File: config.mk
export PLATFORM = sky130hd
export DESIGN_NAME = i2c_adc_dac_transaction_master_unit
export DESIGN_NICKNAME = d
export VERILOG_FILES = /design/src/rtl/core/i2c_adm_pkg.sv /design/src/rtl/core/i2c_adc_dac_transaction_master_unit.sv /design/src/rtl/core/i2c_adm_seq.sv
export SDC_FILE = /design/constraint.sdc
export NUM_CORES = 1
export LEC_CHECK = 0
export BUFFER_PORTS_ARGS = -buffer_cell sky130_fd_sc_hd__buf_2
export CORE_ASPECT_RATIO = 1.2
export CORE_MARGIN = 2
export CORE_UTILIZATION = 24
export CTS_CLUSTER_SIZE = 12
export DETAILED_ROUTE_END_ITERATION = 8
export HOLD_SLACK_MARGIN = 0.02
export PLACE_DENSITY = 0.42
export SETUP_SLACK_MARGIN = 0.05
export SLEW_MARGIN = 40
export SYNTH_ARGS = -nofsm -noshare
export SYNTH_HDL_FRONTEND = slang
export SYNTH_SLANG_ARGS = --single-unit
File: constraint.sdc
create_clock -name clk_i -period 2.95 [get_ports clk_i]
set_clock_uncertainty 0.05 [all_clocks]
set_input_delay 0.1475 -clock clk_i [delete_from_list [all_inputs] [get_ports clk_i]]
set_output_delay 0.1475 -clock clk_i [all_outputs]
set_load 0.02 [all_outputs]
File: src/rtl/core/i2c_adm_pkg.sv
// Shared types and constants for the I2C converter transaction master.
// Item structs, sequencer phase codes and sequencer state. No dependencies.
`timescale 1ns / 1ps

package i2c_adm_pkg;

  localparam logic [6:0] DevAddrReset = 7'd72;

  typedef enum logic [1:0] {
    CMD_TICK  = 2'd0,
    CMD_READ  = 2'd1,
    CMD_WRITE = 2'd2
  } cmd_e;

  typedef enum logic [4:0] {
    PH_IDLE     = 5'd0,
    PH_START2   = 5'd1,
    PH_ADDRW    = 5'd2,
    PH_ADDRW_A1 = 5'd3,
    PH_ADDRW_A2 = 5'd4,
    PH_CTRL     = 5'd5,
    PH_CTRL_A1  = 5'd6,
    PH_CTRL_A2  = 5'd7,
    PH_DATA     = 5'd8,
    PH_DATA_A1  = 5'd9,
    PH_DATA_A2  = 5'd10,
    PH_ADDRR    = 5'd11,
    PH_ADDRR_A1 = 5'd12,
    PH_ADDRR_A2 = 5'd13,
    PH_STOPM1   = 5'd14,
    PH_STOPM2   = 5'd15,
    PH_START1R  = 5'd16,
    PH_START2R  = 5'd17,
    PH_RECV     = 5'd18,
    PH_NACK1    = 5'd19,
    PH_NACK2    = 5'd20,
    PH_STOP1    = 5'd21,
    PH_STOP2    = 5'd22
  } phase_e;

  typedef struct packed {
    logic [1:0] command;
    logic [7:0] control_byte;
    logic [7:0] write_data;
    logic       sda_in;
  } in_item_t;

  typedef struct packed {
    logic       scl_out;
    logic       sda_out;
    logic       busy_res;
    logic       done_res;
    logic [7:0] read_data;
    logic       ack_error;
  } out_item_t;

  typedef struct packed {
    phase_e     phase;
    logic [3:0] bit_count;
    logic [7:0] shift_byte;
    logic       is_read;
    logic [7:0] saved_control;
    logic [7:0] saved_data;
    logic [7:0] received_byte;
    logic       error_flag;
    logic       scl;
    logic       sda;
  } seq_state_t;

endpackage

File: src/rtl/core/i2c_adc_dac_transaction_master_unit.sv
// Top level of the I2C converter transaction master.
// Holds sequencer state, the address register and the result register;
// uses i2c_adm_pkg and i2c_adm_seq.
`timescale 1ns / 1ps

// Usage
//   Input channel (in_valid_i / in_ready_o / in_item_i): one item per bus
//   timing tick. command starts a converter read or write when the sequencer
//   is idle; sda_in is the sampled SDA level for that tick.
//   Output channel (out_valid_o / out_ready_i / out_item_o): exactly one
//   result item per input item, carrying the SCL/SDA drive levels, busy,
//   done, last read byte and ack error.
//   Config: cfg_we_i writes the 7-bit device address from cfg_data_i; write
//   it only while no transaction runs.
// Timing
//   An accepted item's result sits in the output register on the next cycle.
//   Throughput is one item per cycle while the output is not stalled, bounded
//   by the state update loop through i2c_adm_seq.
// Reset
//   Sequencer idle, both lines released high, read byte and error cleared,
//   device address 72, output register empty.
// Stall
//   While a result is held and out_ready_i is low, in_ready_o is low and the
//   sequencer state does not advance; no item is lost or repeated.

module i2c_adc_dac_transaction_master_unit (
  input  logic                   clk_i,
  input  logic                   rst_ni,
  input  logic                   in_valid_i,
  output logic                   in_ready_o,
  input  i2c_adm_pkg::in_item_t  in_item_i,
  output logic                   out_valid_o,
  input  logic                   out_ready_i,
  output i2c_adm_pkg::out_item_t out_item_o,
  input  logic                   cfg_we_i,
  input  logic [6:0]             cfg_data_i
);
  import i2c_adm_pkg::*;

  seq_state_t st_q, st_d;
  out_item_t  res_q, res_d;
  logic       out_valid_q;
  logic [6:0] dev_addr_q;
  logic       in_acc;

  // Result register frees up when empty or being drained this cycle.
  assign in_ready_o = !out_valid_q || out_ready_i;
  assign in_acc     = in_valid_i && in_ready_o;

  i2c_adm_seq u_seq (
    .st_i       (st_q),
    .item_i     (in_item_i),
    .dev_addr_i (dev_addr_q),
    .st_o       (st_d),
    .res_o      (res_d)
  );

  always_ff @(posedge clk_i or negedge rst_ni) begin
    if (!rst_ni) begin
      dev_addr_q <= DevAddrReset;
    end else if (cfg_we_i) begin
      dev_addr_q <= cfg_data_i;
    end
  end

  // Sequencer state: reset gives idle with lines released.
  always_ff @(posedge clk_i or negedge rst_ni) begin
    if (!rst_ni) begin
      st_q.phase         <= PH_IDLE;
      st_q.bit_count     <= 4'd0;
      st_q.shift_byte    <= 8'd0;
      st_q.is_read       <= 1'b0;
      st_q.saved_control <= 8'd0;
      st_q.saved_data    <= 8'd0;
      st_q.received_byte <= 8'd0;
      st_q.error_flag    <= 1'b0;
      st_q.scl           <= 1'b1;
      st_q.sda           <= 1'b1;
    end else if (in_acc) begin
      st_q <= st_d;
    end
  end

  always_ff @(posedge clk_i or negedge rst_ni) begin
    if (!rst_ni) begin
      out_valid_q <= 1'b0;
    end else if (in_ready_o) begin
      out_valid_q <= in_valid_i;
    end
  end

  // Payload register, no reset needed.
  always_ff @(posedge clk_i) begin
    if (in_acc) begin
      res_q <= res_d;
    end
  end

  assign out_valid_o = out_valid_q;
  assign out_item_o  = res_q;

  // A held result blocks the input side.
  a_stall_blocks_input: assert property (@(posedge clk_i) disable iff (!rst_ni)
    (out_valid_o && !out_ready_i) |-> !in_ready_o)
    else $error("input accepted while result stalled");

  // Every accepted item yields a result on the next cycle.
  a_accept_gives_result: assert property (@(posedge clk_i) disable iff (!rst_ni)
    in_acc |=> out_valid_o)
    else $error("accepted item produced no result");

  // Reported busy matches the sequencer phase that the item left behind.
  a_busy_matches_phase: assert property (@(posedge clk_i) disable iff (!rst_ni)
    in_acc |=> (out_item_o.busy_res == (st_q.phase != PH_IDLE)))
    else $error("busy flag disagrees with sequencer phase");

endmodule

File: src/rtl/core/i2c_adm_seq.sv
// One-tick next-state and result logic of the I2C transaction sequencer.
// Purely combinational; uses i2c_adm_pkg.
`timescale 1ns / 1ps

module i2c_adm_seq (
  input  i2c_adm_pkg::seq_state_t st_i,
  input  i2c_adm_pkg::in_item_t   item_i,
  input  logic [6:0]              dev_addr_i,
  output i2c_adm_pkg::seq_state_t st_o,
  output i2c_adm_pkg::out_item_t  res_o
);
  import i2c_adm_pkg::*;

  logic [7:0] addr_w;
  logic       done;

  assign addr_w = {dev_addr_i, 1'b0};

  always_comb begin
    st_o = st_i;
    done = 1'b0;
    case (st_i.phase)
      PH_IDLE: begin
        if (item_i.command == CMD_READ || item_i.command == CMD_WRITE) begin
          st_o.is_read       = (item_i.command == CMD_READ);
          st_o.saved_control = item_i.control_byte;
          st_o.saved_data    = item_i.write_data;
          st_o.error_flag    = 1'b0;
          st_o.scl           = 1'b1;
          st_o.sda           = 1'b1;
          st_o.phase         = PH_START2;
        end
      end
      PH_START2, PH_START2R: begin
        st_o.scl        = 1'b1;
        st_o.sda        = 1'b0;
        st_o.bit_count  = 4'd0;
        st_o.phase      = (st_i.phase == PH_START2) ? PH_ADDRW : PH_ADDRR;
        st_o.shift_byte = (st_i.phase == PH_START2) ? addr_w : (addr_w | 8'h01);
      end
      PH_ADDRW, PH_CTRL, PH_DATA, PH_ADDRR: begin
        if (!st_i.bit_count[3]) begin
          st_o.scl        = 1'b1;
          st_o.sda        = st_i.shift_byte[7];
          st_o.shift_byte = {st_i.shift_byte[6:0], 1'b0};
          st_o.bit_count  = st_i.bit_count + 4'd1;
        end else begin
          st_o.scl = 1'b0;
          // byte done: move to its first ack tick
          case (st_i.phase)
            PH_ADDRW: st_o.phase = PH_ADDRW_A1;
            PH_CTRL:  st_o.phase = PH_CTRL_A1;
            PH_DATA:  st_o.phase = PH_DATA_A1;
            default:  st_o.phase = PH_ADDRR_A1;
          endcase
        end
      end
      PH_ADDRW_A1, PH_CTRL_A1, PH_DATA_A1, PH_ADDRR_A1: begin
        st_o.scl        = 1'b1;
        st_o.sda        = 1'b1;
        st_o.error_flag = item_i.sda_in;
        case (st_i.phase)
          PH_ADDRW_A1: st_o.phase = PH_ADDRW_A2;
          PH_CTRL_A1:  st_o.phase = PH_CTRL_A2;
          PH_DATA_A1:  st_o.phase = PH_DATA_A2;
          default:     st_o.phase = PH_ADDRR_A2;
        endcase
      end
      PH_ADDRW_A2, PH_CTRL_A2, PH_DATA_A2, PH_ADDRR_A2: begin
        st_o.scl = 1'b0;
        st_o.sda = 1'b1;
        if (st_i.error_flag) begin
          // missing ack: abort without STOP
          st_o.received_byte = 8'd0;
          st_o.phase         = PH_IDLE;
          done               = 1'b1;
        end else begin
          case (st_i.phase)
            PH_ADDRW_A2: begin
              st_o.phase      = PH_CTRL;
              st_o.shift_byte = st_i.saved_control;
              st_o.bit_count  = 4'd0;
            end
            PH_CTRL_A2: begin
              if (st_i.is_read) begin
                st_o.phase = PH_STOPM1;
              end else begin
                st_o.phase      = PH_DATA;
                st_o.shift_byte = st_i.saved_data;
                st_o.bit_count  = 4'd0;
              end
            end
            PH_DATA_A2: st_o.phase = PH_STOP1;
            default: begin
              st_o.phase      = PH_RECV;
              st_o.bit_count  = 4'd0;
              st_o.shift_byte = 8'd0;
            end
          endcase
        end
      end
      PH_STOPM1, PH_STOP1: begin
        st_o.scl   = 1'b1;
        st_o.sda   = 1'b0;
        st_o.phase = (st_i.phase == PH_STOPM1) ? PH_STOPM2 : PH_STOP2;
      end
      PH_STOPM2: begin
        st_o.scl   = 1'b1;
        st_o.sda   = 1'b1;
        st_o.phase = PH_START1R;
      end
      PH_START1R: begin
        st_o.scl   = 1'b1;
        st_o.sda   = 1'b1;
        st_o.phase = PH_START2R;
      end
      PH_RECV: begin
        st_o.scl        = 1'b1;
        st_o.sda        = 1'b1;
        st_o.shift_byte = {st_i.shift_byte[6:0], item_i.sda_in};
        st_o.bit_count  = st_i.bit_count + 4'd1;
        if (st_o.bit_count[3]) begin
          st_o.phase = PH_NACK1;
        end
      end
      PH_NACK1: begin
        st_o.scl   = 1'b1;
        st_o.sda   = 1'b1;
        st_o.phase = PH_NACK2;
      end
      PH_NACK2: begin
        st_o.scl   = 1'b0;
        st_o.sda   = 1'b0;
        st_o.phase = PH_STOP1;
      end
      PH_STOP2: begin
        st_o.scl = 1'b1;
        st_o.sda = 1'b1;
        if (st_i.is_read) begin
          st_o.received_byte = st_i.shift_byte;
        end
        st_o.phase = PH_IDLE;
        done       = 1'b1;
      end
      default: begin
        st_o.phase = PH_IDLE;
      end
    endcase
  end

  assign res_o.scl_out   = st_o.scl;
  assign res_o.sda_out   = st_o.sda;
  assign res_o.busy_res  = (st_o.phase != PH_IDLE);
  assign res_o.done_res  = done;
  assign res_o.read_data = st_o.received_byte;
  assign res_o.ack_error = st_o.error_flag;

endmodule

# == Word level (Yosys, flattened, before mapping) ==
# Index checks and enable logic that the tools add are counted.
# word_totals
word_cells,92
ff_bits,66
# classes
n_reduce_logical,17
n_addsub,1
n_eq_ne,28
mux,27
# ops
op,n
case mux 5 bit (11 select lines),1
case mux 12 bit (4 select lines),1
"== test 5 x 4 -> 1 bit, second input constant",8
two-way mux 12 bit,3
case mux 12 bit (3 select lines),1
"== test 5 bit, second input constant",7
two-way mux 5 bit,5
case mux 4 bit (3 select lines),2
"== test 5 x 3 -> 1 bit, second input constant",4
two-way mux 8 bit,2
case mux 8 bit (2 select lines),1
OR reduction 4 bit,4
case mux 5 bit (3 select lines),1
case mux 2 bit (6 select lines),1
"== test 5 x 2 -> 1 bit, second input constant",2
OR reduction 9 bit,1
two-way mux 3 bit,2
"inequality test 2 bit, second input constant",3
AND reduction 6 bit,1
"== test 5 x 1 -> 1 bit, second input constant",1
zero test 5 bit,1
AND reduction 5 bit,1
nonzero test 5 bit,1
"adder 4 x 1 -> 4 bit, second input constant",1
other kinds (12),18

# == Logic depth before layout (Yosys ltp) ==
# logic_depth
depth_word,5
ltp_mapped,9
ltp_nobuf,7

# == Hierarchy ==
# A second synthesis with hierarchy kept.
# hier_totals
hier_cells,384
area_unflattened_um2,4284.1
# modules_own_cells
module,seq_area_each_um2,cells_each,n_inst,area_per_inst_um2
i2c_adc_dac_transaction_master_unit,1721.7,127,1,2537.4
i2c_adm_seq,0.0,257,1,1746.7

# == Least setup slack after synthesis ==
# No wires, ideal clock.
# synth_timing
path_type,reg2reg
start,register out_valid_q (netlist: out_valid_o)
end,register st_q[15] (netlist name)
synth_period_minus_slack_ns,2.374
setup_time_ns,0.125
path_slack_ns,0.576
required_time_ns,2.775
arrival_ns,2.200
stages_incl_launch_ff,7
path_cell_list,dfrtp_1 -> nand2b_1 -> nand2_1 -> clkinv_1 -> nand2_2 -> buf_4 -> mux2_2
# synth_between
elab_chain_len,4
# synth_lines
item,line_no,text
from (decl),i2c_adc_dac_transaction_master_unit.sv:42,logic out_valid_q;
from (signal assigned),i2c_adc_dac_transaction_master_unit.sv:88,out_valid_q <= in_valid_i;
zero test 1 bit,i2c_adc_dac_transaction_master_unit.sv:47,assign in_ready_o = !out_valid_q || out_ready_i;
logical OR 1 bit,i2c_adc_dac_transaction_master_unit.sv:47,
named net in_ready_o,i2c_adc_dac_transaction_master_unit.sv:30,"output logic in_ready_o,"
logical AND 1 bit,i2c_adc_dac_transaction_master_unit.sv:48,assign in_acc = in_valid_i && in_ready_o;
named net in_acc,i2c_adc_dac_transaction_master_unit.sv:44,logic in_acc;
AND reduction 3 bit (no source line),n/a,
to (signal assigned),i2c_adc_dac_transaction_master_unit.sv:80,st_q <= st_d;
to (decl),i2c_adc_dac_transaction_master_unit.sv:40,"seq_state_t st_q, st_d;"
# The timed path passes the listed nets, and every way through them passes these cells.
# A chain may end at the register's enable or synchronous reset.

# == Worst setup path after layout ==
# layout_timing
start,register st_q[40] (netlist name)
end,register st_q[28] (netlist name)
# layout_between
elab_chain_len,4
elab_cells_between_ends,24
cone_classes,eq/ne: 15; mux: 4; reduce/logical: 5
# layout_lines
item,line_no,text
== test 5 x 4 -> 1 bit (tied with other cells),"i2c_adm_seq.sv:22, i2c_adm_seq.sv:78",
case mux 12 bit (3 select lines) (tied with other cells),i2c_adm_seq.sv:78,case (st_i.phase)
two-way mux 12 bit (tied with other cells),i2c_adm_seq.sv:72,if (st_i.error_flag) begin
case mux 12 bit (4 select lines) or AND reduction 6 bit (tied branches),n/a,
# Several ways; a longest one is shown, not always the timed one. The select of a mux whose other input is x is not followed.

==> flow_metrics.tcl <==
set metrics [dict create \
    slew_violations 0 \
    clk_pin_slew_ns 0.07 \
    wl_um 10800 \
    critPathKind "reg2reg" \
    relSlewSlack_pct 48.9 \
    worstPathArrival_ns 2.79 \
    critPathLaunchType "flop" \
    grtUsageMet1_pct 17.5 \
    drc 0 \
    cp_max_fo 24 \
    drv_cap 0 \
    period_needed_ns 2.62 \
    met3_usage_pct 2.24 \
    synth_area_um2 3830 \
    nNetsFinal 480 \
    endpoint_kind "flop" \
    n_antenna_cell 0 \
    port_buffers 45 \
    antenna_found_initial 0 \
    cts-root-buf "clkbuf_16" \
    dr.first_iter.drc_count 222 \
    clk-insertion-delay-late_ns 0.34 \
    status "finished, final reports clean" \
    syn_nets 399 \
    slowest_stage "dfrtp_1" \
    dieWidth_um 119 \
    synth-seq-area-share_pct 45.0 \
    place.gp.congestion 0.838 \
    worst_path_largest_cell_delay_ns 0.84 \
    num_rows 50 \
    synthCells 365 \
    pin_count 46 \
    clockBufferDepth 2 \
    synth_cell_type_count 72 \
    ys.flop_type "dfrtp_1" \
    dieArea_um2 17000 \
    cts_inserted_buffers 9 \
    hold_class "in2reg" \
    drive_above_1_share_pct 29.9 \
    cts_tree "built" \
    crit_chain "nand4bb_1 -> nand3_1 -> a211o_1 -> nor3_2 -> mux2_2" \
    grtUsageTotal_pct 13.0 \
    fmax_mhz 382 \
    fin_ws_ns 0.332 \
    tightest_slew_ns 0.767 \
    grt_max_degree 44 \
    grt_pass1_vias 3126 \
    vias_per_cell 4.85 \
    grt_busiest_layer "met2" \
    fill_cells 1644 \
    multi_input_area_um2 1920 \
    start_util_pct 24.5 \
    first_pass_iters 4 \
    avgRoutedWirePerCell_um 16.4 \
    p_leak_nw 2.03 \
    area_delta_synth_final_pct 28.9 \
    vias 3193 \
    p_per_area_nw_per_um2 976 \
    synth_edf_count 13 \
    irDropWorstVdd_uv 381 \
    rsz0062_at_grt "false" \
    fin_tns_setup_ns 0 \
    cp_data_required_time_ns 3.12 \
    finalPower_mw 4.82 \
    cts_resized 0 \
    grtUsageMet2_pct 20.7 \
    postRouteAntennaNets 0 \
    synth-seq-cells 66 \
    h-tree-depth 3 \
    hpwl_um 7760 \
    dp_slack_ns 0.361 \
    min_period_over_period_pct 88.7 \
    avgSynthCellArea_um2 10.5 \
    fp.dieH_um 142 \
    hold_violations 0 \
    overflow 0 \
    clock-sinks 66 \
    synth-async-reset-ratio_pct 80.3 \
    core-area_um2 15600 \
    setup_viol 0 \
    grt_pass1_wl_um 17300 \
    layout.area.seq_um2 1720 \
    yosys_warnings 0 \
]
[power by group]
group | leakage (nW) | internal (mW) | switching, mW
Combinational | 1.09 | 0.976 | 1.16
Sequential | 0.788 | 1.24 | 0.340
Clock | 0.150 | 0.662 | 0.442
[area by class of cell]
cell class / count / share of cell area [%]
inverter: 11 / 0.837
tap: 208 / 5.27
sequential: 66 / 34.9
clock inverter: 7 / 1.60
timing repair buffer: 98 / 13.9
clock buffer: 9 / 4.56
multi-input combinational: 260 / 38.9
[cells in the final DEF (no fill, tap or decap), drive strengths merged, types with 6 or more instances in the layout]
master | netlist | final
a21oi | 7 | 7
a221oi | 9 | 9
a22o | 19 | 19
buf | 18 | 73
clkbuf | 10 | 9
clkinv | 1 | 6
dfrtp | 49 | 49
dlygate4sd3 | 0 | 25
edfxtp | 13 | 13
inv | 10 | 11
mux2 | 31 | 31
nand2 | 31 | 31
nand2b | 9 | 9
nor2 | 21 | 21
nor2b | 7 | 7
nor3 | 7 | 7
nor3b | 6 | 6
o21ai | 22 | 22
o31ai | 7 | 7
[cells by family (layout without fill, tap and decap cells)]
kind of cell               Yosys count  after routing  share of synthesized area, %
xor gates and xnor gates             5              5                          1.34
and+or+nand+nor                    105            105                          14.9
adders and majority gates            4              4                          1.24
AOI/OAI and AO/OA                  112            112                          22.5
buffers and inverters               39            125                          5.03
muxes                               34             34                          10.0
DFF                                 66             66                          45.0
[metrics by stage]
stage | hold WS [ns] | util (%) | std cells | area [um^2]
2_1_floorplan | -0.198 | - | 365 | 3830
3_3_place_gp | 0.329 | 28.0 | 618 | 4370
3_5_place_dp | 0.147 | 28.0 | 618 | 4380
4_1_cts | 0.0962 | 31.6 | 659 | 4940
5_1_grt | 0.134 | 31.6 | 659 | 4940
6_report | 0.0938 | 31.6 | 659 | 4940
[cells in the mapped netlist, types with 3 or more instances]
library cell  number  share of area, %
a211oi_1           3              0.59
a21o_1             3              0.59
a21oi_1            7              0.91
a221oi_1           9               2.1
a22o_1            19               4.3
a22oi_1            5              0.98
and3b_1            4              0.91
buf_1              3              0.29
buf_2             10               1.3
buf_6              4               1.2
clkbuf_1          10              0.98
dfrtp_1           49                32
dfstp_2            4               2.7
edfxtp_1          13                10
ha_1               3              0.98
inv_1             10              0.98
mux2_2            30               8.8
mux2i_1            3              0.78
nand2_1           30               2.9
nand2b_1           9               1.5
nand3_1            5              0.65
nor2_1            21               2.1
nor2b_1            7               1.1
nor3_1             5              0.65
nor3b_1            6               1.2
o21a_1             3              0.59
o21ai_0           21               2.7
o2bb2ai_1          5               1.1
o31ai_1            7               1.4
xor2_1             3              0.69
[final timing paths]
kind                             startpoint             to  slack (ns)  depth (start not counted)
worst max-delay path               st_q[40]       st_q[28]        0.33                          5
worst min-delay path            out_ready_i    out_valid_o        0.09                          3
worst max register to register     st_q[40]       st_q[28]        0.33                          5
worst min register to register      st_q[7]        st_q[7]        0.45                          1
max in group asynchronous            rst_ni  dev_addr_q[3]        1.91                          3
min in group asynchronous            rst_ni    out_valid_o        0.30                          2
[registers in the layout (all words and copies together) (netlist names)]
name and cells:
dev_addr_q 7, out_item_o 13, out_valid_o 1, st_q 45
[routing by layer]
layer  wire length (um)  share of wire (%)  vias up
met3                376                3.5       13
met2               5040                 47       72
met4                189                1.8        0
met5                  0                  0        -
met1               5180                 48     1562
li1                   -                  -     1546
[critical path, delay by kind of cell, from the launching register on]
| kind | cells | cell delay (ns) |
|---|---|---|
| AND/OR/NAND/NOR | 3 | 0.81 |
| AO/OA/AOI/OAI | 1 | 0.41 |
| multiplexers | 1 | 0.38 |
| flip-flops | 1 | 0.84 |
[timing repair]
item,in CTS,in global routing
hold buffers,25,0
buffers inserted,0,0
endpoints found under the hold margin,62,0
endpoints found under the setup margin,0,0
Note: power is estimated with default switching activity, not from simulation.
